[src/sv/rgb2hsl_pkg.sv]
package rgb2hsl_pkg;

    // Channel and result widths
    localparam int unsigned CH_W     = 8;
    localparam int unsigned DATA_W   = 3 * CH_W;
    localparam int unsigned SUM_W    = CH_W + 1;
    localparam int unsigned DIFF_W   = CH_W + 1;
    localparam int unsigned NRAW_W   = CH_W + 4;
    localparam int unsigned HDEN_W   = CH_W + 3;
    localparam int unsigned HNUM_W   = HDEN_W + CH_W;
    localparam int unsigned SNUM_W   = 2 * CH_W;

    // Divider: quotient bits resolved per pipeline stage
    localparam int unsigned STEP_BITS = 2;
    localparam int unsigned DIV_STEPS = CH_W / STEP_BITS;

    // front, mid, norm, divider input, divider steps, output
    localparam int unsigned NSTG = 4 + DIV_STEPS + 1;

    // Which channel holds the maximum (priority red, green, blue)
    typedef enum logic [1:0] {
        SEL_RED,
        SEL_GREEN,
        SEL_BLUE
    } sel_t;

    typedef struct packed {
        logic [CH_W-1:0]          mx;
        logic [CH_W-1:0]          mn;
        sel_t                     sel;
        logic signed [DIFF_W-1:0] diff;
    } front_t;

    typedef struct packed {
        logic [SUM_W-1:0]         sum;
        logic [CH_W-1:0]          d;
        logic signed [NRAW_W-1:0] n_raw;
    } mid_t;

    typedef struct packed {
        logic [SUM_W-1:0]  sum;
        logic [CH_W-1:0]   d;
        logic [HDEN_W-1:0] n;
        logic [HDEN_W-1:0] d6;
    } norm_t;

    // Both dividers travel side by side through the step stages
    typedef struct packed {
        logic [HNUM_W-1:0] hrem;
        logic [HDEN_W-1:0] hden;
        logic [CH_W-1:0]   hq;
        logic [SNUM_W-1:0] srem;
        logic [CH_W-1:0]   sden;
        logic [CH_W-1:0]   sq;
        logic [CH_W-1:0]   light;
        logic              gray;
    } div_t;

endpackage

[src/sv/rgb_to_hsl_pixel_unit.sv]
// RGB to HSL converter, one pixel per word, no kept state.
// Pipeline: nine register stages (max/min, sum/diff, hue offset, numerators, four 2-bit
// divider steps, rounding).
// Throughput: one word per cycle while m_axis_tready is high; the two restoring dividers are
// unrolled into pipeline stages, and each stage drains into a gap ahead of it while stalled.
// Reset: synchronous, active low aresetn clears all stage valid bits only.
module rgb_to_hsl_pixel_unit (
    input  logic                         aclk,
    input  logic                         aresetn,
    input  logic                         s_axis_tvalid,
    output logic                         s_axis_tready,
    // [7:0] red, [15:8] green, [23:16] blue
    input  logic [rgb2hsl_pkg::DATA_W-1:0] s_axis_tdata,
    output logic                         m_axis_tvalid,
    input  logic                         m_axis_tready,
    // [7:0] hue, [15:8] saturation, [23:16] lightness
    output logic [rgb2hsl_pkg::DATA_W-1:0] m_axis_tdata
);

    localparam int unsigned CH_W   = rgb2hsl_pkg::CH_W;
    localparam int unsigned NSTG   = rgb2hsl_pkg::NSTG;
    localparam int unsigned NDIV   = rgb2hsl_pkg::DIV_STEPS;
    localparam int unsigned DIV0   = 3;
    localparam int unsigned OUT_S  = NSTG - 1;

    // One quotient step pair of both dividers, top bit given by hi
    function automatic rgb2hsl_pkg::div_t div_step(rgb2hsl_pkg::div_t x, logic [2:0] hi);
        logic [rgb2hsl_pkg::HNUM_W-1:0] hsh;
        logic [rgb2hsl_pkg::SNUM_W-1:0] ssh;
        logic [2:0]                     b;
        for (int j = 0; j < rgb2hsl_pkg::STEP_BITS; j++) begin
            b   = hi - 3'(j);
            hsh = rgb2hsl_pkg::HNUM_W'(x.hden) << b;
            ssh = rgb2hsl_pkg::SNUM_W'(x.sden) << b;
            if (x.hrem >= hsh) begin
                x.hrem  = x.hrem - hsh;
                x.hq[b] = 1'b1;
            end
            if (x.srem >= ssh) begin
                x.srem  = x.srem - ssh;
                x.sq[b] = 1'b1;
            end
        end
        return x;
    endfunction

    // ---------------- pipeline control ----------------
    logic [NSTG-1:0] v_reg;
    logic [NSTG-1:0] v_next;
    logic [NSTG:0]   rdy;

    assign rdy[NSTG] = m_axis_tready;

    // A stage takes a new word when empty or when its own word moves on
    for (genvar i = 0; i < NSTG; i++) begin : g_rdy
        assign rdy[i] = !v_reg[i] || rdy[i+1];
    end

    always_comb begin
        v_next = v_reg;
        if (rdy[0]) begin
            v_next[0] = s_axis_tvalid;
        end
        for (int i = 1; i < NSTG; i++) begin
            if (rdy[i]) begin
                v_next[i] = v_reg[i-1];
            end
        end
    end

    always_ff @(posedge aclk) begin
        if (!aresetn) begin
            v_reg <= '0;
        end else begin
            v_reg <= v_next;
        end
    end

    assign s_axis_tready = rdy[0];
    assign m_axis_tvalid = v_reg[OUT_S];

    // ---------------- stage 0: max, min, sector ----------------
    logic [CH_W-1:0]     red;
    logic [CH_W-1:0]     green;
    logic [CH_W-1:0]     blue;
    rgb2hsl_pkg::front_t front_reg;
    rgb2hsl_pkg::front_t front_next;

    assign red   = s_axis_tdata[CH_W-1:0];
    assign green = s_axis_tdata[2*CH_W-1:CH_W];
    assign blue  = s_axis_tdata[3*CH_W-1:2*CH_W];

    always_comb begin
        front_next = front_reg;
        if (red >= green && red >= blue) begin
            front_next.sel  = rgb2hsl_pkg::SEL_RED;
            front_next.mx   = red;
            front_next.diff = $signed({1'b0, green}) - $signed({1'b0, blue});
        end else if (green >= blue) begin
            front_next.sel  = rgb2hsl_pkg::SEL_GREEN;
            front_next.mx   = green;
            front_next.diff = $signed({1'b0, blue}) - $signed({1'b0, red});
        end else begin
            front_next.sel  = rgb2hsl_pkg::SEL_BLUE;
            front_next.mx   = blue;
            front_next.diff = $signed({1'b0, red}) - $signed({1'b0, green});
        end
        front_next.mn = red;
        if (green < front_next.mn) begin
            front_next.mn = green;
        end
        if (blue < front_next.mn) begin
            front_next.mn = blue;
        end
    end

    always_ff @(posedge aclk) begin
        if (rdy[0]) begin
            front_reg <= front_next;
        end
    end

    // ---------------- stage 1: d, sum, raw hue offset ----------------
    rgb2hsl_pkg::mid_t               mid_reg;
    rgb2hsl_pkg::mid_t               mid_next;
    logic [rgb2hsl_pkg::NRAW_W-1:0]  base;

    always_comb begin
        mid_next.d   = front_reg.mx - front_reg.mn;
        mid_next.sum = {1'b0, front_reg.mx} + {1'b0, front_reg.mn};
        case (front_reg.sel)
            rgb2hsl_pkg::SEL_GREEN: base = {3'b000, mid_next.d, 1'b0};
            rgb2hsl_pkg::SEL_BLUE:  base = {2'b00, mid_next.d, 2'b00};
            default:                base = '0;
        endcase
        // diff is signed, so the size cast sign-extends it
        mid_next.n_raw = $signed(base) + rgb2hsl_pkg::NRAW_W'(front_reg.diff);
    end

    always_ff @(posedge aclk) begin
        if (rdy[1]) begin
            mid_reg <= mid_next;
        end
    end

    // ---------------- stage 2: 6d and wrapped hue offset ----------------
    rgb2hsl_pkg::norm_t              norm_reg;
    rgb2hsl_pkg::norm_t              norm_next;
    logic [rgb2hsl_pkg::NRAW_W-1:0]  n_wrap;

    always_comb begin
        norm_next.sum = mid_reg.sum;
        norm_next.d   = mid_reg.d;
        norm_next.d6  = {1'b0, mid_reg.d, 2'b00} + {2'b00, mid_reg.d, 1'b0};
        n_wrap = mid_reg.n_raw;
        if (mid_reg.n_raw < 0) begin
            n_wrap = mid_reg.n_raw + {1'b0, norm_next.d6};
        end
        norm_next.n = n_wrap[rgb2hsl_pkg::HDEN_W-1:0];
    end

    always_ff @(posedge aclk) begin
        if (rdy[2]) begin
            norm_reg <= norm_next;
        end
    end

    // ---------------- stages 3..7: numerators, then restoring divider steps ----------------
    rgb2hsl_pkg::div_t  div_reg [NDIV+1];
    rgb2hsl_pkg::div_t  div_next [NDIV+1];
    logic [rgb2hsl_pkg::SUM_W-1:0] sden_w;

    always_comb begin
        // stage 3: numerators, denominators, lightness
        div_next[0].hrem  = {norm_reg.n, {CH_W{1'b0}}} - {{CH_W{1'b0}}, norm_reg.n};
        div_next[0].hden  = norm_reg.d6;
        div_next[0].hq    = '0;
        div_next[0].srem  = {norm_reg.d, {CH_W{1'b0}}} - {{CH_W{1'b0}}, norm_reg.d};
        sden_w = (norm_reg.sum < rgb2hsl_pkg::SUM_W'(255)) ? norm_reg.sum
               : rgb2hsl_pkg::SUM_W'(510) - norm_reg.sum;
        div_next[0].sden  = sden_w[CH_W-1:0];
        div_next[0].sq    = '0;
        // sum / 2, half to even
        div_next[0].light = norm_reg.sum[CH_W:1]
                          + {{(CH_W-1){1'b0}}, norm_reg.sum[0] & norm_reg.sum[1]};
        div_next[0].gray  = (norm_reg.d == '0);
        // stages 4..7: two quotient bits each, high bits first
        for (int k = 1; k <= NDIV; k++) begin
            div_next[k] = div_step(div_reg[k-1],
                                   3'(CH_W - 1 - (k - 1) * rgb2hsl_pkg::STEP_BITS));
        end
    end

    always_ff @(posedge aclk) begin
        for (int k = 0; k <= NDIV; k++) begin
            if (rdy[DIV0+k]) begin
                div_reg[k] <= div_next[k];
            end
        end
    end

    // ---------------- stage 8: rounding, gray override ----------------
    rgb2hsl_pkg::div_t                fin;
    logic [rgb2hsl_pkg::HDEN_W:0]     h_twice;
    logic [CH_W:0]                    s_twice;
    logic [CH_W-1:0]                  hue_r;
    logic [CH_W-1:0]                  sat_r;
    logic [rgb2hsl_pkg::DATA_W-1:0]   out_reg;
    logic [rgb2hsl_pkg::DATA_W-1:0]   out_next;

    always_comb begin
        fin     = div_reg[NDIV];
        h_twice = {fin.hrem[rgb2hsl_pkg::HDEN_W-1:0], 1'b0};
        s_twice = {fin.srem[CH_W-1:0], 1'b0};
        hue_r   = fin.hq;
        sat_r   = fin.sq;
        if (h_twice > {1'b0, fin.hden} || (h_twice == {1'b0, fin.hden} && fin.hq[0])) begin
            hue_r = fin.hq + 1'b1;
        end
        if (s_twice > {1'b0, fin.sden} || (s_twice == {1'b0, fin.sden} && fin.sq[0])) begin
            sat_r = fin.sq + 1'b1;
        end
        if (fin.gray) begin
            hue_r = '0;
            sat_r = '0;
        end
        out_next = {fin.light, sat_r, hue_r};
    end

    always_ff @(posedge aclk) begin
        if (rdy[OUT_S]) begin
            out_reg <= out_next;
        end
    end

    assign m_axis_tdata = out_reg;

`ifndef NO_ASSERTIONS
    // max never below min in the front stage
    a_front_order: assert property (@(posedge aclk) disable iff (!aresetn)
        v_reg[0] |-> front_reg.mx >= front_reg.mn)
        else $error("front stage max below min");

    // divider inputs: quotients fit in 8 bits
    a_div_range: assert property (@(posedge aclk) disable iff (!aresetn)
        (v_reg[DIV0] && !div_reg[0].gray) |->
            (div_reg[0].hrem < {div_reg[0].hden, {CH_W{1'b0}}}) &&
            (div_reg[0].srem < {div_reg[0].sden, {CH_W{1'b0}}}))
        else $error("divider input quotient overflow");

    // after the last step both remainders are below their divisors
    a_div_rem: assert property (@(posedge aclk) disable iff (!aresetn)
        (v_reg[DIV0+NDIV] && !div_reg[NDIV].gray) |->
            (div_reg[NDIV].hrem < rgb2hsl_pkg::HNUM_W'(div_reg[NDIV].hden)) &&
            (div_reg[NDIV].srem < rgb2hsl_pkg::SNUM_W'(div_reg[NDIV].sden)))
        else $error("divider remainder not reduced");

    // a blocked stage keeps its word
    a_stage_hold: assert property (@(posedge aclk) disable iff (!aresetn)
        (v_reg[DIV0] && !rdy[DIV0]) |=> v_reg[DIV0] && $stable(div_reg[0]))
        else $error("blocked divider stage lost its word");
`endif

endmodule
[config.mk]
export PLATFORM = sky130hd
export DESIGN_NAME = rgb_to_hsl_pixel_unit
export DESIGN_NICKNAME = d
export VERILOG_FILES = /design/src/sv/rgb2hsl_pkg.sv /design/src/sv/rgb_to_hsl_pixel_unit.sv
export SDC_FILE = /design/constraint.sdc
export NUM_CORES = 1
export LEC_CHECK = 0
export ABC_AREA = 1
export BUFFER_PORTS_ARGS = -buffer_cell sky130_fd_sc_hd__buf_2
export CAP_MARGIN = 30
export CORE_ASPECT_RATIO = 0.75
export CORE_MARGIN = 4
export CORE_UTILIZATION = 30
export CTS_BUF_LIST = sky130_fd_sc_hd__clkbuf_8
export CTS_CLUSTER_SIZE = 20
export DETAILED_ROUTE_END_ITERATION = 7
export SLEW_MARGIN = 20
export SYNTH_ARGS = -nofsm -noshare
export SYNTH_HDL_FRONTEND = slang
export SYNTH_SLANG_ARGS = --single-unit
[constraint.sdc]
create_clock -name aclk -period 7.15 [get_ports aclk]
set_input_delay 0.3575 -clock aclk [delete_from_list [all_inputs] [get_ports aclk]]
set_output_delay 0.3575 -clock aclk [all_outputs]
set_load 0.03 [all_outputs]
==> key figures <==
Outcome
  • Outcome: complete, no violations

Floorplanning
  • Die area: 104000 sq um
  • Ports: 54
  • Row count: 99
  • Die Wd: 372 um
  • Chip height: 281 um
  • Initial Utilization: 30.4%
  • Core footprint: 97900 sq um

Logic synthesis
  • Area leader, netlist: edfxtp_1
  • Post-synth EDFFs: 440
  • Synth unique cells: 55
  • Compound-Gate Fraction of Synth Area: 8.71%
  • Yosys Warn Count: 0
  • Largest family of logic cells by synthesized area: simple AND/OR/NAND/NOR gates
  • Post-synth net total: 3711
  • Post-synthesis mux area share: 0.0378%
  • Simple-gate portion of the synthesized area: 21.5%
  • Synth cell count leaders: 796 x nand2_1, 488 x inv_1, 440 x edfxtp_1
  • Top post-synthesis cells by area: edfxtp_1 44%, ha_1 10%, nand2_1 10%, inv_1 6.2%, xor2_1 3.7%
  • Synth Cell Area: 29800 sq um
  • Seq/Total Area, Yosys: 45.0%
  • Asr flop ratio synth: 0%
  • Syn_area_per_cell: 8.72 sq um
  • Top_reg_cell synth: edfxtp_1
  • Adder-Cell Fraction of Synth Area: 12.0%
  • Most common cell in the netlist: nand2_1
  • Post-synthesis register bit count: 449
  • Post-synthesis xor/xnor area fraction: 5.62%
  • Syn Inst Count: 3412
  • Post-synth top area share: 44.4%

Worst setup path
  • Register-to-register path setup slack: 2120 ps
  • Slowest CP cell: nor2_1
  • WS Path Type: flip-flop to flip-flop
  • CP max FO: 24
  • Most used cell, CP: nand2_1
  • Worst EP arrival: 5450 ps
  • R2r endpoint: div_reg[0][385]
  • Critical path required time: 7570 ps
  • Crit path capture type: flip-flop
  • CP startpoint kind: flip-flop
  • Worst-path cell chain: inv_1 > ha_1 > nand2_1 > nor3_1 > a31oi_2 > nand2_2 > a21oi_1 > fa_1 > nand3_1 > nand2_1 > nand4_1 > nand2_1 > a21o_1 > nand2_1 > nand3_1 > nor2_1 > nand3_1 > nand2_1 > nand2_1
  • Setup crit end: div_reg[0][385]
  • Critical Path Max Stage Delay: 600 ps
  • Worst r2r path cells: 19
  • Worst setup path start: div_reg[0][291]
  • Reg-to-reg startpoint: div_reg[0][291]

STA
  • Setup violations, final: 0
  • Hold Violations, Final: 0
  • Hold_ws: 121 ps
  • Minimum clock period: 5030 ps
  • RSZ-0062 raised after global routing: false
  • Achievable clock frequency: 199 MHz
  • Ratio of final minimum period to clock period: 70.3%
  • Actual slew at the worst max-slew pin: 882 ps
  • Setup TNS: 0 ps
  • Slew margin rel.: 41.0%
  • Clock skew: 51.6 ps
  • Slew Limit Fails: 0

Flow run
  • Max_cap viols: 0

Clock network
  • Post-CTS sizing: 0
  • TritonCTS clock tree: built
  • H-Tree Level Count: 3
  • Worst-Skew Late Latency: 680 ps
  • CTS Sinks: 449
  • Clock Tree Buf Depth: 3
  • Clock root cell: clkbuf_8
  • Clock transition at the registers of the reported paths: 60 ps
  • Number of buffers created by CTS: 74

Global route
  • Number of global-route vias before repair: 21107
  • Pin count of the biggest net entering global routing: 74
  • First-pass GRT wire length: 112000 um
  • Gr busiest metal: met1
  • Remaining global-route overflow: 0
  • Antenna violations before repair: 1
  • Met3 global-route usage: 2.43%
  • Met2 Use GR: 18.1%
  • Met1 Use GR: 21.0%
  • All-layer global routing usage: 13.2%

Routing
  • Drt wl/cell: 14.2 um
  • Drt total wl: 69500 um
  • Routed via count: 22743
  • DR pass1 iterations: 6
  • Iteration-0 DRC Markers: 1755
  • DRT antenna net count: 0
  • Via/cell ratio: 4.66
  • Post-route DRC: 0

Final layout
  • Max reg flops: 324
  • Area of the multi-input gates: 14300 sq um
  • Final Cell Area: 33000 sq um
  • Nets: 3812
  • Storage element area: 13400 sq um
  • # fillers: 10088
  • Proportion of layout cells with a drive suffix above 1: 7.00%
  • Final core occ: 33.7%
  • Layout Area Growth over Synthesis: 10.9%

Placed design
  • Number of port buffers: 53
  • DP HPWL: 55200 um
  • Final Wtd Congestion: 0.897
  • Placement Cell Area: 31500 sq um

Hold path
  • Hold Path Class: input port to flip-flop
worst min path at each step:
stage               slack (ps)  cells past startpoint         endpoint        startpoint
floorplan                  400                      0  div_reg[0][158]    div_reg[0][79]
global placement           400                      0  div_reg[0][244]   div_reg[0][165]
detailed placement         400                      0  div_reg[0][162]    div_reg[0][83]
CTS                         60                      3    front_reg[15]  s_axis_tdata[20]
global route                90                      3    front_reg[16]  s_axis_tdata[21]
finish                     120                      3    front_reg[17]  s_axis_tdata[22]
through the flow:
stage               worst slack (ps)  instances
finish                          2120       4885
CTS                             2220       4881
global placement                2280       4744
floorplan                       58.3       3412
global route                    1650       4885
detailed placement              2230       4745
worst max-delay path: cells and delay by family (launching register included):
| kind | cells | cell delay [ps] |
|---|---|---|
| buffers and inverters | 1 | 80 |
| DFF | 1 | 340 |
| AOI/OAI and AO/OA | 3 | 630 |
| and+or+nand+nor | 13 | 2860 |
| adders and majority gates | 2 | 880 |
per-layer routing:
metal | part of all wire (%) | wire, um
met5 | 0 | 0
met1 | 54 | 37300
met4 | 1.8 | 1270
met2 | 38 | 26800
met3 | 6.0 | 4180
layout by cell type (no fill, tap or decap), types with 5 or more instances in the layout:
| cell type | synthesis | routed |
|---|---|---|
| clkbuf_8 | 0 | 78 |
| nand3_1 | 219 | 219 |
| xnor2_1 | 64 | 64 |
| o211ai_1 | 7 | 7 |
| buf_4 | 6 | 7 |
| nor2_1 | 281 | 281 |
| nand4_1 | 61 | 61 |
| xor2_1 | 127 | 127 |
| o21bai_1 | 15 | 15 |
| inv_2 | 5 | 8 |
| a21boi_0 | 5 | 5 |
| a211oi_1 | 6 | 6 |
| inv_1 | 488 | 502 |
| and2_1 | 6 | 6 |
| a21o_1 | 9 | 9 |
| o21ai_1 | 20 | 20 |
| a21oi_1 | 220 | 220 |
| o21ai_0 | 156 | 156 |
| buf_2 | 17 | 54 |
| nand2_2 | 14 | 16 |
| a31oi_1 | 13 | 13 |
| a21oi_2 | 5 | 5 |
| fa_1 | 24 | 24 |
| nand3b_1 | 10 | 10 |
| nor3_1 | 46 | 46 |
| dfxtp_1 | 9 | 9 |
| or2_2 | 13 | 13 |
| nand2_1 | 796 | 794 |
| clkinv_2 | 0 | 14 |
| clkinv_1 | 1 | 12 |
| nand3_2 | 15 | 15 |
| nor4_1 | 6 | 6 |
| nor2_2 | 8 | 8 |
| ha_1 | 247 | 247 |
| edfxtp_1 | 440 | 440 |
logic make-up after synthesis:
family / after synthesis
AOI/OAI and AO/OA: 476
xor gates and xnor gates: 191
adders and majority gates: 271
buffers and inverters: 535
DFF: 449
muxes: 1
other: 1
and+or+nand+nor: 1488
repair_timing:
action	in CTS	in global routing
hold buffers	2	0
buffers inserted	0	0
endpoints found under the hold margin	2	0
area by class of cell:
cell class                 instances  share of cell area, %
clock inverter                    56                   1.18
sequential                       449                   40.6
clock buffer                      78                   3.25
inverter                         494                   5.63
timing repair buffer              66                   1.16
multi-input combinational       2428                   43.2
antenna                            1                0.00758
tap                             1313                   4.98
Power is left out: the tool's default activity adds up to more than one toggle a clock period on the data nets, which glitch-free logic cannot reach.
